### src/psr_pkg.sv
`default_nettype none
// ----------------------------------------------------------------------------
// psr_pkg
// Shared types, constants and the CRC-32 byte update for the PSI section
// reassembler.
// ----------------------------------------------------------------------------
package psr_pkg;

  localparam logic [7:0]  PACKET_BYTES  = 8'd188;
  localparam logic [7:0]  POS_MAX       = 8'd255;
  localparam logic [7:0]  POS_PUSI      = 8'd1;
  localparam logic [7:0]  POS_POINTER   = 8'd4;
  localparam logic [8:0]  SECTION_BASE  = 9'd5;
  localparam int unsigned PUSI_BIT      = 6;
  localparam logic [12:0] HEADER_BYTES  = 13'd3;
  localparam logic [31:0] CRC_POLY      = 32'h04C1_1DB7;
  localparam logic [31:0] CRC_INIT      = 32'hFFFF_FFFF;

  typedef struct packed {
    logic [7:0] packet_byte;
    logic       packet_start;
  } psr_in_t;

  typedef struct packed {
    logic [7:0]  section_byte;
    logic [12:0] section_offset;
    logic        section_end;
    logic        crc_good;
  } psr_out_t;

  // msb-first crc-32 over one byte
  function automatic logic [31:0] crc_byte(input logic [31:0] crc_in,
                                           input logic [7:0]  b);
    logic [31:0] c;
    c = crc_in ^ {b, 24'h000000};
    for (int k = 0; k < 8; k++) begin
      if (c[31]) begin
        c = {c[30:0], 1'b0} ^ CRC_POLY;
      end else begin
        c = {c[30:0], 1'b0};
      end
    end
    return c;
  endfunction

endpackage
`default_nettype wire

### src/psr_in_reg.sv
`default_nettype none
// ----------------------------------------------------------------------------
// psr_in_reg
// Input register: holds one transaction until the parser consumes it.
// ----------------------------------------------------------------------------
module psr_in_reg
  import psr_pkg::*;
(
  input  wire logic    clk,
  input  wire logic    rst_n,
  input  wire logic    in_valid,
  output logic         in_ready,
  input  wire psr_in_t in_data,
  input  wire logic    advance,
  output logic         vld,
  output psr_in_t      data
);

  logic    vld_r;
  logic    vld_nxt;
  psr_in_t data_r;
  psr_in_t data_nxt;

  assign in_ready = !vld_r || advance;

  always_comb begin
    vld_nxt  = vld_r;
    data_nxt = data_r;
    if (in_ready) begin
      vld_nxt  = in_valid;
      data_nxt = in_data;
    end
  end

  always_ff @(posedge clk) begin
    if (!rst_n) begin
      vld_r <= 1'b0;
    end else begin
      vld_r <= vld_nxt;
    end
  end

  always_ff @(posedge clk) begin
    data_r <= data_nxt;
  end

  assign vld  = vld_r;
  assign data = data_r;

endmodule
`default_nettype wire

### src/psr_core.sv
`default_nettype none
// ----------------------------------------------------------------------------
// psr_core
// Packet framing, section tracking and CRC-32 check; one byte per cycle while en is high.
// ----------------------------------------------------------------------------
module psr_core
  import psr_pkg::*;
(
  input  wire logic       clk,
  input  wire logic       rst_n,
  input  wire logic       en,
  input  wire psr_in_t    item,
  input  wire logic [7:0] wanted_tid,
  output logic            res_vld,
  output psr_out_t        res
);

  logic [7:0]  pos_r,       pos_nxt;
  logic        start_r,     start_nxt;
  logic [7:0]  ptr_r,       ptr_nxt;
  logic        collect_r,   collect_nxt;
  logic        drop_r,      drop_nxt;
  logic [12:0] total_r,     total_nxt;
  logic [12:0] taken_r,     taken_nxt;
  logic [31:0] crc_r,       crc_nxt;
  logic        take;
  logic        last;
  logic [31:0] crc_calc;
  logic [7:0]  b;

  assign b = item.packet_byte;

  always_comb begin
    pos_nxt     = pos_r;
    start_nxt   = start_r;
    ptr_nxt     = ptr_r;
    collect_nxt = collect_r;
    drop_nxt    = drop_r;
    total_nxt   = total_r;
    taken_nxt   = taken_r;
    crc_nxt     = crc_r;
    take        = 1'b0;
    last        = 1'b0;
    crc_calc    = crc_byte(crc_r, b);
    if (en) begin
      if (item.packet_start) begin
        pos_nxt  = '0;
        drop_nxt = 1'b0;
      end else begin
        pos_nxt = (pos_r != POS_MAX) ? pos_r + 8'd1 : pos_r;
        if (pos_nxt >= PACKET_BYTES) begin
          take = 1'b0;
        end else if (pos_nxt == POS_PUSI) begin
          start_nxt = b[PUSI_BIT];
        end else if (pos_nxt >= POS_POINTER && !drop_r) begin
          if (!collect_r) begin
            if (pos_nxt == POS_POINTER) begin
              if (start_r) begin
                ptr_nxt = b;
              end else begin
                drop_nxt = 1'b1;
              end
            end else if ({1'b0, pos_nxt} == ({1'b0, ptr_r} + SECTION_BASE)) begin
              if (b != wanted_tid) begin
                drop_nxt = 1'b1;
              end else begin
                collect_nxt = 1'b1;
                take        = 1'b1;
              end
            end
          end else if (!(pos_nxt == POS_POINTER && start_r)) begin
            take = 1'b1;
          end
        end
      end
      if (take) begin
        crc_nxt = crc_calc;
        if (taken_r == 13'd1) begin
          total_nxt = {1'b0, b[3:0], 8'h00};
        end else if (taken_r == 13'd2) begin
          total_nxt = HEADER_BYTES + (total_r | {5'b0, b});
        end
        taken_nxt = taken_r + 13'd1;
        if (taken_r >= 13'd2 && taken_nxt >= total_nxt) begin
          last        = 1'b1;
          collect_nxt = 1'b0;
          total_nxt   = '0;
          taken_nxt   = '0;
          crc_nxt     = CRC_INIT;
          drop_nxt    = 1'b1;
        end
      end
    end
  end

  assign res_vld            = take;
  assign res.section_byte   = b;
  assign res.section_offset = taken_r;
  assign res.section_end    = last;
  assign res.crc_good       = last && (crc_calc == 32'h0);

  always_ff @(posedge clk) begin
    if (!rst_n) begin
      pos_r     <= '0;
      start_r   <= 1'b0;
      ptr_r     <= '0;
      collect_r <= 1'b0;
      drop_r    <= 1'b0;
      total_r   <= '0;
      taken_r   <= '0;
      crc_r     <= CRC_INIT;
    end else begin
      pos_r     <= pos_nxt;
      start_r   <= start_nxt;
      ptr_r     <= ptr_nxt;
      collect_r <= collect_nxt;
      drop_r    <= drop_nxt;
      total_r   <= total_nxt;
      taken_r   <= taken_nxt;
      crc_r     <= crc_nxt;
    end
  end

endmodule
`default_nettype wire

### src/psi_section_reassembler.sv
`default_nettype none
// ----------------------------------------------------------------------------
// psi_section_reassembler
// the path from input transaction to result valid runs through the input register,
//   then the result register; throughput: one byte per cycle unless the output stalls
// the single-pass parser updates its counters and crc-32 together for each byte
// reset: synchronous active-low rst_n clears control state and table id
// ----------------------------------------------------------------------------
module psi_section_reassembler
  import psr_pkg::*;
(
  input  wire logic       clk,
  input  wire logic       rst_n,
  input  wire logic       in_valid,
  output logic            in_ready,
  input  wire psr_in_t    in_data,
  output logic            out_valid,
  input  wire logic       out_ready,
  output psr_out_t        out_data,
  input  wire logic       cfg_we,
  input  wire logic [7:0] cfg_wdata
);

  logic       stg_vld;
  psr_in_t    stg_data;
  logic       advance;
  logic       res_vld;
  psr_out_t   res;
  logic [7:0] tid_r;
  logic       out_valid_r, out_valid_nxt;
  psr_out_t   out_data_r,  out_data_nxt;

  assign advance = stg_vld && (!out_valid_r || out_ready);

  psr_in_reg u_in_reg (
    .clk      (clk),
    .rst_n    (rst_n),
    .in_valid (in_valid),
    .in_ready (in_ready),
    .in_data  (in_data),
    .advance  (advance),
    .vld      (stg_vld),
    .data     (stg_data)
  );

  psr_core u_core (
    .clk        (clk),
    .rst_n      (rst_n),
    .en         (advance),
    .item       (stg_data),
    .wanted_tid (tid_r),
    .res_vld    (res_vld),
    .res        (res)
  );

  always_comb begin
    out_valid_nxt = out_valid_r;
    out_data_nxt  = out_data_r;
    if (out_ready) begin
      out_valid_nxt = 1'b0;
    end
    if (advance && res_vld) begin
      out_valid_nxt = 1'b1;
      out_data_nxt  = res;
    end
  end

  always_ff @(posedge clk) begin
    if (!rst_n) begin
      out_valid_r <= 1'b0;
      tid_r       <= '0;
    end else begin
      out_valid_r <= out_valid_nxt;
      if (cfg_we) begin
        tid_r <= cfg_wdata;
      end
    end
  end

  always_ff @(posedge clk) begin
    out_data_r <= out_data_nxt;
  end

  assign out_valid = out_valid_r;
  assign out_data  = out_data_r;

endmodule
`default_nettype wire

### config.mk
export PLATFORM = sky130hd
export DESIGN_NAME = psi_section_reassembler
export DESIGN_NICKNAME = d
export VERILOG_FILES = /design/src/psr_pkg.sv /design/src/psr_in_reg.sv /design/src/psr_core.sv /design/src/psi_section_reassembler.sv
export SDC_FILE = /design/constraint.sdc
export NUM_CORES = 1
export LEC_CHECK = 0
export BUFFER_PORTS_ARGS = -buffer_cell sky130_fd_sc_hd__buf_2
export CAP_MARGIN = 20
export CORE_ASPECT_RATIO = 0.6
export CORE_UTILIZATION = 45
export DETAILED_ROUTE_END_ITERATION = 16
export SETUP_SLACK_MARGIN = 0.1
export SLEW_MARGIN = 20
export SYNTH_ARGS = -nofsm -noshare
export SYNTH_HDL_FRONTEND = slang
export SYNTH_HIERARCHICAL = 1
export SYNTH_SLANG_ARGS = --single-unit
### constraint.sdc
create_clock -name clk -period 6.83 [get_ports clk]
set_input_delay 1.366 -clock clk [delete_from_list [all_inputs] [get_ports clk]]
set_output_delay 1.366 -clock clk [all_outputs]
set_load 0.01 [all_outputs]
# After elaboration in Yosys (flattened, before gate mapping)
# Index checks and enable logic that the tools add are counted.
totals:
  register_bits: 119
  in_bits: 22
  output_inout_bits: 25
op_classes:
  n_reduce_logical: 16
  addsub: 4
  n_bitwise: 14
  n_eq_ne: 7
  mux: 51
  magnitude_cmp: 4
op_table:
  columns: ["op", "n"]
  rows:
  - ["$mux 27", 8]
  - ["$not 14->14", 8]
  - ["$mux 13", 6]
  - ["$mux 1", 34]
  - ["$logic_not 32->1", 1]
  - ["$mux 32", 1]
  - ["$xor 32x32->32", 1]
  - ["$mux 8", 2]
  - ["$add 13x1->13 const B", 1]
  - ["$add 2x13->13 const A", 1]
  - ["$eq 13x1->1 const B", 1]
  - ["$eq 13x2->1 const B", 1]
  - ["$ge 13x13->1", 1]
  - ["$ge 13x2->1 const B", 1]
  - ["$or 13x8->13", 1]
  - ["$add 8x3->9 const B", 1]
  - ["$eq 8x9->1", 1]
  - ["$add 8x1->8 const B", 1]
  - ["$eq 8x1->1 const B", 1]
  - ["$eq 8x3->1 const B", 1]
  - ["$ge 8x3->1 const B", 1]
  - ["$ge 8x8->1 const B", 1]
  - ["$ne 8x8->1", 1]
  - ["$ne 8x8->1 const B", 1]
  - ["other kinds (8)", 19]

# Logic depth before layout (Yosys ltp)
# Gate-level depths: netlist of run 1.
logic_depth:
  ltp_word: 19
  ltp_mapped: 20
  ltp_nobuf: 17

# Cells and area by module
# Netlist of run 1, hierarchy kept.
modules_own_cells:
  columns: ["mod", "n_inst", "cells_per_inst", "area_per_inst_um2"]
  rows:
  - ["psr_core", 1, 743, 5835.6]
  - ["psi_section_reassembler", 1, 54, 1042.2]
  - ["psr_in_reg", 1, 13, 319.1]

# Worst setup path before layout of run 1
# No wires, ideal clock.
synth_timing:
  path_type: "register to register"
  from: "register u_in_reg.data_r, in the netlist u_in_reg/data[1]"
  to: "register out_data_r, in the netlist out_data[1] (data pin)"
  arrival_ps: 3944
  path_slack_ps: 2635
  n_path_buf: 4
  path_stages_with_launch: 20
  required_time_ps: 6579
  path_cell_list: "edfxtp_1 buf_2 nor2_1 ha_1 nor3_1 nor3b_1 nand3_1 or3_1 nand3_1 o21ai_0 ha_1 nand2_1 nor2_1 a221o_1 a21o_1 o21ai_0 clkbuf_1 clkbuf_1 nor2_1 buf_4"
synth_between:
  elab_chain_cells: 12
  word_cells_on_any_way: 21
  cone_classes: "add/sub (1); order compare (1); eq/ne (1); mux (16); bitwise (1); reduce/logical (1)"
synth_rtl:
  columns: ["item", "line", "text"]
  rows:
  - ["from (decl)", "psr_in_reg.sv:21", "psr_in_t data_r;"]
  - ["from (signal assigned)", "psr_in_reg.sv:44", "data_r <= data_nxt;"]
  - ["parallel branches: the longest is 10 deep, another holds $add 2x13->13", null, null]
  - ["$mux 1 (*)", "psr_core.sv:76", "if (take) begin"]
  - ["$mux 1 (*)", "psr_core.sv:45", "if (en) begin"]
  - ["net u_core.last", "psr_core.sv:27", "logic last;"]
  - ["to (signal assigned)", "psi_section_reassembler.sv:81", "out_data_r <= out_data_nxt;"]
  - ["to (decl)", "psi_section_reassembler.sv:31", "psr_out_t out_data_r, out_data_nxt;"]
# Mark *: on every way through the listed nets, which the timed path passes. The select of a mux whose other input is x is not followed.
# A chain may end at the register's enable or synchronous reset.

# Worst setup path after layout of run 1
layout_timing:
  from: "register u_in_reg.data_r, in the netlist u_in_reg/data[2]"
  to: "register u_core.crc_r[5]"
layout_between:
  elab_chain_cells: 11
  word_cells_on_any_way: 26
  cone_classes: "add/sub (1); order compare (1); eq/ne (1); mux (17); bitwise (4); reduce/logical (2)"
layout_rtl:
  columns: ["item", "line", "text"]
  rows:
  - ["parallel branches: the longest is 11 deep, another holds $add 2x13->13", null, null]
  - ["to (signal assigned)", "psr_core.sv:120", "crc_r <= crc_nxt;"]
  - ["to (decl)", "psr_core.sv:25", "logic [31:0] crc_r, crc_nxt;"]
# Several ways; the timed one is not identified. The select of a mux whose other input is x is not followed.

==> impl_metrics.toml, run 1 <==
[clock_network]
clockBufferDepth = 2
root_buffer = "clkbuf_16"
insertion_delay_ps = 420
post_cts_buffers = 0
cts_tree = "yes"
cts.htree.levels = 4
cts_hold_buf = 0
ctsResizeCount = 0
clock_sinks = 119
cts_buffers = 17
clk_pin_slew_ps = 70

[critical_path]
slowest_delay_ps = 560
crit_path_top_delay_cell = "edfxtp_1"
worst-path-buf-inv = 1
cp_max_fo = 37
end_kind = "flop"
worst-setup-path-type = "flop to flop"
start_kind = "flop"
reg2reg_from = "u_in_reg/data[2]"
cp-startpoint = "u_in_reg/data[2]"
crit_arrival_ps = 5400
worstPathCellList = "nor2_1 -> ha_1 -> nor3_1 -> nor3b_1 -> nand3_1 -> xor2_1 -> nand2_1 -> o21ai_0 -> ha_1 -> nand4_1 -> nor2_1 -> a2111oi_0 -> a21oi_1 -> o21ai_4 -> buf_4 -> nand3_1 -> nor3_1 -> a31oi_1"
crit_required_ps = 7110
crit_family = "simple AND/OR/NAND/NOR gates"

[synth]
synth_warnings = 6
synth_common_cells = "87 x dfxtp_1, 81 x xnor2_1, 52 x nand3_1, 50 x nand2_1, 46 x nor3_1"
synth_compound_area_frac = 0.146
synth-xor-area-share = 0.135
synth_top_family_by_area = "simple AND/OR/NAND/NOR gates"
syn-cell-area_um2 = 7200
async_flop_share = 0
synth_area_leader_cell = "dfxtp_1"
syn_nets = 852
muxShareOfSynthArea = 0.0438
synthAdderAreaFrac = 0.0348
yosysMostFrequentCell = "dfxtp_1"
ys_seq_elements = 119
synth.area.top_cells = "dfxtp_1 24%, edfxtp_1 13%, xnor2_1 9.9%"
synthFlopType = "dfxtp_1"
synth_top_area_share = 0.242
synth.avg_cell_area_um2 = 8.89
synth_cell_types = 67
postSynthCellCount = 810
synth-seq-area-share = 0.376
synth_edf_count = 32
synth_simple_gate_area_frac = 0.196

[route]
drc = 0
postRouteAntennaNets = 0
drt-total-wl_mm = 18.5
viasPerCell = 5.87
avgRoutedWirePerCell_um = 18.0
vias = 6036
firstDrtPassIters = 5
drtIter0Drc = 521

[floorplan]
fp.dieH_um = 100
rows = 35
die_x_um = 165
die_area_um2 = 16500
ios = 47
core-area_um2 = 15500
initial_utilization = 0.464

[sta]
setup_tns_ps = 0
skew_ps = 12.7
rsz0062_at_grt = "no"
worstMarginPinSlew_ps = 1040
fmax_mhz = 195
slew_violations = 0
finalCriticalPeriod_ps = 5130
fin_ws_ps = 1700
maxSlewHeadroom = 0.307
finalCritPeriodShare = 0.751
setup_viol = 0
finalHoldViolations = 0

[hold_path]
worstHoldPathType = "flop to flop"
worstHoldStart = "u_core/crc_r[1]"

[power]
cellLeakagePower_uw = 0.00331
ir_drop_uv = 130
power_density_nw_per_um2 = 232
p_total_uw = 1860

[layout]
layout-drive-gt1-share = 0.133
fill_cells = 1431
final_area_um2 = 8000
fin_nets = 855
antenna-diode-count = 0
stdcell_count = 1029
area_growth_pct = 11.1

[placed_design]
dpl-instance-area_um2 = 7410
dpl_worst_slack_ps = 1930
detailed_place_hpwl_mm = 12.6
dp_cells = 997
io_buffers = 46
gp_congestion = 0.864

[global_routing]
grt_pass1_vias = 5771
grt_pass1_wl_mm = 30.6
grt_max_degree = 66
antenna_found_initial = 0
overflow = 0
grt_use_total = 0.239

[run_status]
outcome = "finished, final reports clean"

[flow_run]
drv_cap = 0
==> power by group <==
group          total, µW  switching [µW]  internal (µW)
registers            750            18.6            731
logic                212             121           91.0
clock network        893             377            516
==> logic make-up (layout without fill, tap and decap cells) <==
family	count (synthesis)	after routing
compound gates	155	155
xor+xnor	106	106
fa+ha+maj	20	20
buf+inv	110	126
flops	119	119
mux	31	31
simple gates	269	269
==> per-stage QoR <==
step                hold slack [ps]   util
floorplan                       403      -
global placement                462  0.478
detailed placement              468  0.478
CTS                             477  0.515
global route                    501  0.516
finish                          476  0.516
==> cell usage in the layout (no fill, tap or decap), types with 3 or more instances in the layout <==
master	Yosys	final
inv_1	42	42
o2111ai_1	3	3
nor2_1	39	39
and4_1	4	4
inv_8	0	3
buf_2	19	45
a21o_1	4	4
clkbuf_16	0	17
nand3b_1	6	6
or3_1	5	5
xor2_1	19	19
xnor2_2	4	4
mux2i_1	29	29
nand4_1	13	13
a41o_1	4	4
a21oi_1	16	16
o22ai_1	9	9
and3_1	7	7
dfxtp_1	87	87
ha_1	20	20
and2_1	4	4
o31ai_1	13	13
edfxtp_1	32	32
nor2b_1	15	14
buf_4	9	5
clkinv_4	0	4
nand2b_1	4	4
inv_6	0	6
a211oi_1	7	7
xnor2_1	81	81
nor3_1	46	46
nor4_1	8	8
nand2_1	50	50
nand3_1	52	51
o211ai_1	13	13
a31oi_1	41	41
o21ai_0	27	26
==> state kept, by name, summed over array words and instances (netlist names) <==
| signal | flops |
|---|---|
| u_core/crc_r | 32 |
| u_core/drop_r | 1 |
| u_in_reg/data | 9 |
| out_valid | 1 |
| out_data | 23 |
| u_core/pos_r | 8 |
| u_core/taken_r | 13 |
| u_core/total_r | 13 |
| u_core/ptr_r | 8 |
| u_core/collect_r | 1 |
| u_in_reg/vld | 1 |
| tid_r | 8 |
| u_core/start_r | 1 |
==> worst paths after layout <==
| path | cells past startpoint | to | slack, ps |
|---|---|---|---|
| hold / removal | 2 | u_core/crc_r[1] | 480 |
| hold reg to reg | 2 | u_core/crc_r[1] | 480 |
| setup reg to reg | 18 | u_core/crc_r[5] | 1700 |
| setup / recovery | 18 | u_core/crc_r[5] | 1700 |
==> area by class of cell <==
type / instances / area [µm²] / share of cell area
repair buffers: 50 / 263 / 0.0329
flip-flops and latches: 119 / 2700 / 0.338
inverters: 44 / 165 / 0.0207
clock inverters: 15 / 156 / 0.0196
well taps: 203 / 254 / 0.0318
multi-input cells: 581 / 4030 / 0.504
clock buffers: 17 / 425 / 0.0532
==> layer usage <==
layer  routed length [µm]  vias up  global-route usage
met1                 9050     2885               0.345
met4                  265        0              0.0889
li1                     -     2924                   -
met2                 8090      206               0.347
met3                 1110       21              0.0492
met5                    0        -                   0
==> tightest hold or removal path, stage by stage, from the launching register on <==
cell	delay [ps]
dfxtp_1	310
inv_1	50
a31oi_1	60
No activity file was read; power rests on OpenSTA's default activity.
==> run 2: changes to the inputs <==
==> constraint.sdc (replaced) <==
create_clock -name clk -period 4.24 [get_ports clk]
set_input_delay 0.848 -clock clk [delete_from_list [all_inputs] [get_ports clk]]
set_output_delay 0.848 -clock clk [all_outputs]
set_load 0.01 [all_outputs]
==> impl_metrics.toml, run 2 (synthesis results as in run 1) <==
[run_status]
outcome = "finished, final reports clean"

[clock_network]
insertion_delay_ps = 410
cts_buffers = 17
clock_sinks = 119
clockBufferDepth = 2
clk_pin_slew_ps = 60
cts.htree.levels = 4
root_buffer = "clkbuf_16"
cts_tree = "yes"
cts_hold_buf = 0

[global_routing]
grt_max_degree = 83
grt_use_total = 0.235
grt_pass1_vias = 5789
grt_pass1_wl_mm = 30.3
antenna_found_initial = 0
overflow = 0

[route]
viasPerCell = 5.86
drt-total-wl_mm = 18.8
vias = 6167
drtIter0Drc = 544
avgRoutedWirePerCell_um = 17.9
postRouteAntennaNets = 0
drc = 0
firstDrtPassIters = 7

[critical_path]
slowest_delay_ps = 470
end_kind = "flop"
worst-setup-path-type = "flop to flop"
crit_cells = 16
cp_max_fo = 6
timing.rr.end = "u_core/total_r[6]"
crit_family = "simple AND/OR/NAND/NOR gates"
crit_path_top_delay_cell = "or4_1"
r2r_cells = 16
endpoint = "u_core/total_r[6]"
crit_arrival_ps = 4330
start_kind = "flop"
crit_required_ps = 4590
reg2reg_from = "u_in_reg/data[2]"
worstPathCellList = "buf_4 -> nor4_2 -> or2_2 -> nor2_1 -> mux2i_1 -> o21ai_0 -> nand2_1 -> ha_1 -> nand4_1 -> nor2_1 -> a2111oi_1 -> a21oi_1 -> o21ai_4 -> nand2_1 -> or4_1 -> o21ai_1"
ff2ff_setup_slack_ps = 260
worst-path-buf-inv = 1
cp-startpoint = "u_in_reg/data[2]"

[sta]
slew_violations = 0
worstMarginPinSlew_ps = 1030
finalHoldViolations = 0
fin_ws_ps = 256
maxSlewHeadroom = 0.309
finalCriticalPeriod_ps = 3980
fmax_mhz = 251
setup_viol = 0
rsz0062_at_grt = "yes"
skew_ps = 18.4
setup_tns_ps = 0
finalCritPeriodShare = 0.940

[hold_path]
worstHoldPathType = "flop to flop"

[layout]
area_growth_pct = 14.9
regMostFlops = "u_core/crc_r"
final_cell_mix = "86 x dfxtp_1, 81 x xnor2_1, 51 x nand3_1"
final_common_cell = "dfxtp_1"
antenna-diode-count = 0
layout-drive-gt1-share = 0.167
largest_reg_flops = 32
stdcell_count = 1052
fin_nets = 878

[power]
ir_drop_uv = 261
p_total_uw = 2950
cellLeakagePower_uw = 0.00346
power_density_nw_per_um2 = 357

[floorplan]
initial_utilization = 0.464
core-area_um2 = 15500
die_area_um2 = 16500
fp.dieH_um = 100
die_x_um = 165
ios = 47
rows = 35

[placed_design]
dpl_worst_slack_ps = 260
dp_cells = 1016
io_buffers = 46
detailed_place_hpwl_mm = 12.7
gp_congestion = 0.878

[flow_run]
drv_cap = 0
-- run 2: worst min-delay path by stage --
stage | depth (start not counted) | start | slack [ps] | end
global route | 2 | u_core/crc_r[20] | 510 | u_core/crc_r[20]
finish | 2 | u_core/crc_r[25] | 480 | u_core/crc_r[25]
CTS | 2 | u_core/crc_r[25] | 480 | u_core/crc_r[25]
floorplan | 0 | u_core/taken_r[6] | 400 | out_data[8]
detailed placement | 2 | u_core/crc_r[25] | 470 | u_core/crc_r[25]
global placement | 2 | u_core/crc_r[25] | 460 | u_core/crc_r[25]
-- run 2: repair_timing --
action                                  4_1_cts  5_1_grt
resized for setup                             0       15
buffers inserted                              0        3
endpoints found under the setup margin        0       60
-- run 2: report_power, final --
part	internal (µW)	switching [µW]	total (µW)
clock	817	575	1390
combinational	159	208	368
sequential	1180	16.0	1190
-- run 2: routing by layer --
layer	vias up	part of all wire	GRT usage
met3	28	0.072	0.0521
met2	233	0.43	0.348
met5	-	0	0
met1	2945	0.49	0.340
met4	0	0.013	0.0670
li1	2961	-	-
-- run 2: cell type report --
class / count / area (µm²)
fillers: 1417 / 7240
multi-input cells: 581 / 4090
flip-flops and latches: 119 / 2700
repair buffers: 73 / 490
clock buffers: 17 / 425
well taps: 203 / 254
inverters: 44 / 165
clock inverters: 15 / 140
-- run 2: worst register-to-register path, delay by kind of cell (launching register included) --
kind,cells,cell delay [ps]
flip-flops,1,410
multiplexers,1,140
AND/OR/NAND/NOR,8,1650
AO/OA/AOI/OAI,5,1200
adder cells (fa/ha/maj),1,330
buffers and inverters,1,200
-- run 2: metrics by stage --
step,instance area (µm²),hold slack [ps],utilization
detailed placement,7590,466,0.489
floorplan,7200,403,-
global placement,7590,461,0.489
CTS,8150,476,0.526
finish,8270,477,0.533
global route,8270,507,0.533
==> run 3: changes to the inputs <==
--- a/config.mk
+++ b/config.mk
@@ -10,6 +10,7 @@
 export CORE_ASPECT_RATIO = 0.6
 export CORE_UTILIZATION = 45
 export DETAILED_ROUTE_END_ITERATION = 16
+export RECOVER_POWER = 25
 export SETUP_SLACK_MARGIN = 0.1
 export SLEW_MARGIN = 20
 export SYNTH_ARGS = -nofsm -noshare
==> impl_metrics.toml, run 3 (synthesis results as in run 1) <==
[sta]
setup_tns_ps = 0
fin_ws_ps = 297
whs_ps = 476
rsz0062_at_grt = "yes"
finalHoldViolations = 0
finalCritPeriodShare = 0.930
worstMarginPinSlew_ps = 1050
setup_viol = 0
skew_ps = 18.2
maxSlewHeadroom = 0.292
fmax_mhz = 254
finalCriticalPeriod_ps = 3940
slew_violations = 0

[clock_network]
cts_buffers = 17
cts.htree.levels = 4
clockBufferDepth = 2
cts_tree = "yes"
clock_sinks = 119
clk_pin_slew_ps = 60
root_buffer = "clkbuf_16"
cts_hold_buf = 0
insertion_delay_ps = 410

[floorplan]
initial_utilization = 0.464
rows = 35
ios = 47
fp.dieH_um = 100
die_x_um = 165
core-area_um2 = 15500
die_area_um2 = 16500

[run_status]
outcome = "finished, final reports clean"

[global_routing]
grt_pass1_vias = 5789
antenna_found_initial = 0
grt_use_total = 0.235
overflow = 0
grt_max_degree = 83
grt_pass1_wl_mm = 30.3

[critical_path]
end_kind = "flop"
crit_arrival_ps = 4290
cp_max_fo = 6
worst-setup-path-type = "flop to flop"
crit_path_top_delay_cell = "or4_1"
slowest_delay_ps = 470
worstPathCellList = "ha_1 -> nand3_1 -> nor2_1 -> and3_1 -> nand3_1 -> xnor2_1 -> ha_1 -> nand2_1 -> nor2_1 -> a221o_1 -> a21o_1 -> o21ai_4 -> nand2_1 -> or4_1 -> o21ai_1"
start_kind = "flop"
crit_required_ps = 4590

[route]
viasPerCell = 5.86
postRouteAntennaNets = 0
drc = 0
avgRoutedWirePerCell_um = 17.8
firstDrtPassIters = 6
drtIter0Drc = 519
drt-total-wl_mm = 18.8
vias = 6165

[flow_run]
drv_cap = 0

[layout]
regMostFlops = "u_core/crc_r"
fin_nets = 878
final_cell_mix = "86 x dfxtp_1, 81 x xnor2_1, 51 x nand3_1"
largest_reg_flops = 32
stdcell_count = 1052
antenna-diode-count = 0
area_growth_pct = 14.4
final_common_cell = "dfxtp_1"
layout-drive-gt1-share = 0.159

[placed_design]
gp_congestion = 0.878
detailed_place_hpwl_mm = 12.7
dp_cells = 1016
io_buffers = 46
dpl_worst_slack_ps = 260

[power]
power_density_nw_per_um2 = 358
cellLeakagePower_uw = 0.00343
ir_drop_uv = 260
p_total_uw = 2950

[hold_path]
worstHoldPathType = "flop to flop"
-- run 3: cell types whose count changed in the layout (fill, tap and decap cells not counted) --
cell / delta
buf_4: -6
clkbuf_1: +6
and2_1: -1
nand2b_4: -1
and2_0: +1
nand2b_1: +1
-- run 3: final timing paths --
check,startpoint,to,slack (ps),cells past startpoint
max,u_core/taken_r[1],u_core/total_r[6],300,15
min,u_core/crc_r[25],u_core/crc_r[25],480,2
max reg2reg,u_core/taken_r[1],u_core/total_r[6],300,15
min reg2reg,u_core/crc_r[25],u_core/crc_r[25],480,2
-- run 3: worst max-delay path: cells and delay by family (launching register included) --
kind                       cells  cell delay, ps
and+or+nand+nor                8            1690
AOI/OAI and AO/OA              4             900
adders and majority gates      2             580
DFF                            1             450
xor gates and xnor gates       1             270
-- run 3: layout make-up --
cell class	instances	area [µm²]
inverter	44	165
fill	1422	7270
clock buffer	17	425
tap	203	254
timing repair buffer	73	468
sequential	119	2700
clock inverter	15	140
multi-input combinational	581	4080
-- run 3: stage by stage --
stage                     area [µm²]  utilization
after floorplan                 7200            -
after global placement          7590        0.489
after detailed placement        7590        0.489
after CTS                       8150        0.526
after global routing            8240        0.531
final                           8240        0.531
-- run 3: layer usage --
layer,share of wire,GRT usage
met1,0.49,0.340
met2,0.43,0.348
met3,0.067,0.0521
met4,0.014,0.0670
met5,0,0
-- run 3: where the power goes --
part | internal [µW] | total, µW | leakage (µW) | switching, µW
logic | 156 | 365 | 0.00212 | 209
registers | 1180 | 1190 | 0.00104 | 15.5
clock network | 817 | 1390 | 0.000268 | 572
-- run 3: what timing repair did --
action                                  in CTS  in global routing
endpoints found under the setup margin       0                 60
hold endpoints to repair                     0                  0
buffers inserted                             0                  3
gates resized for setup                      0                 15
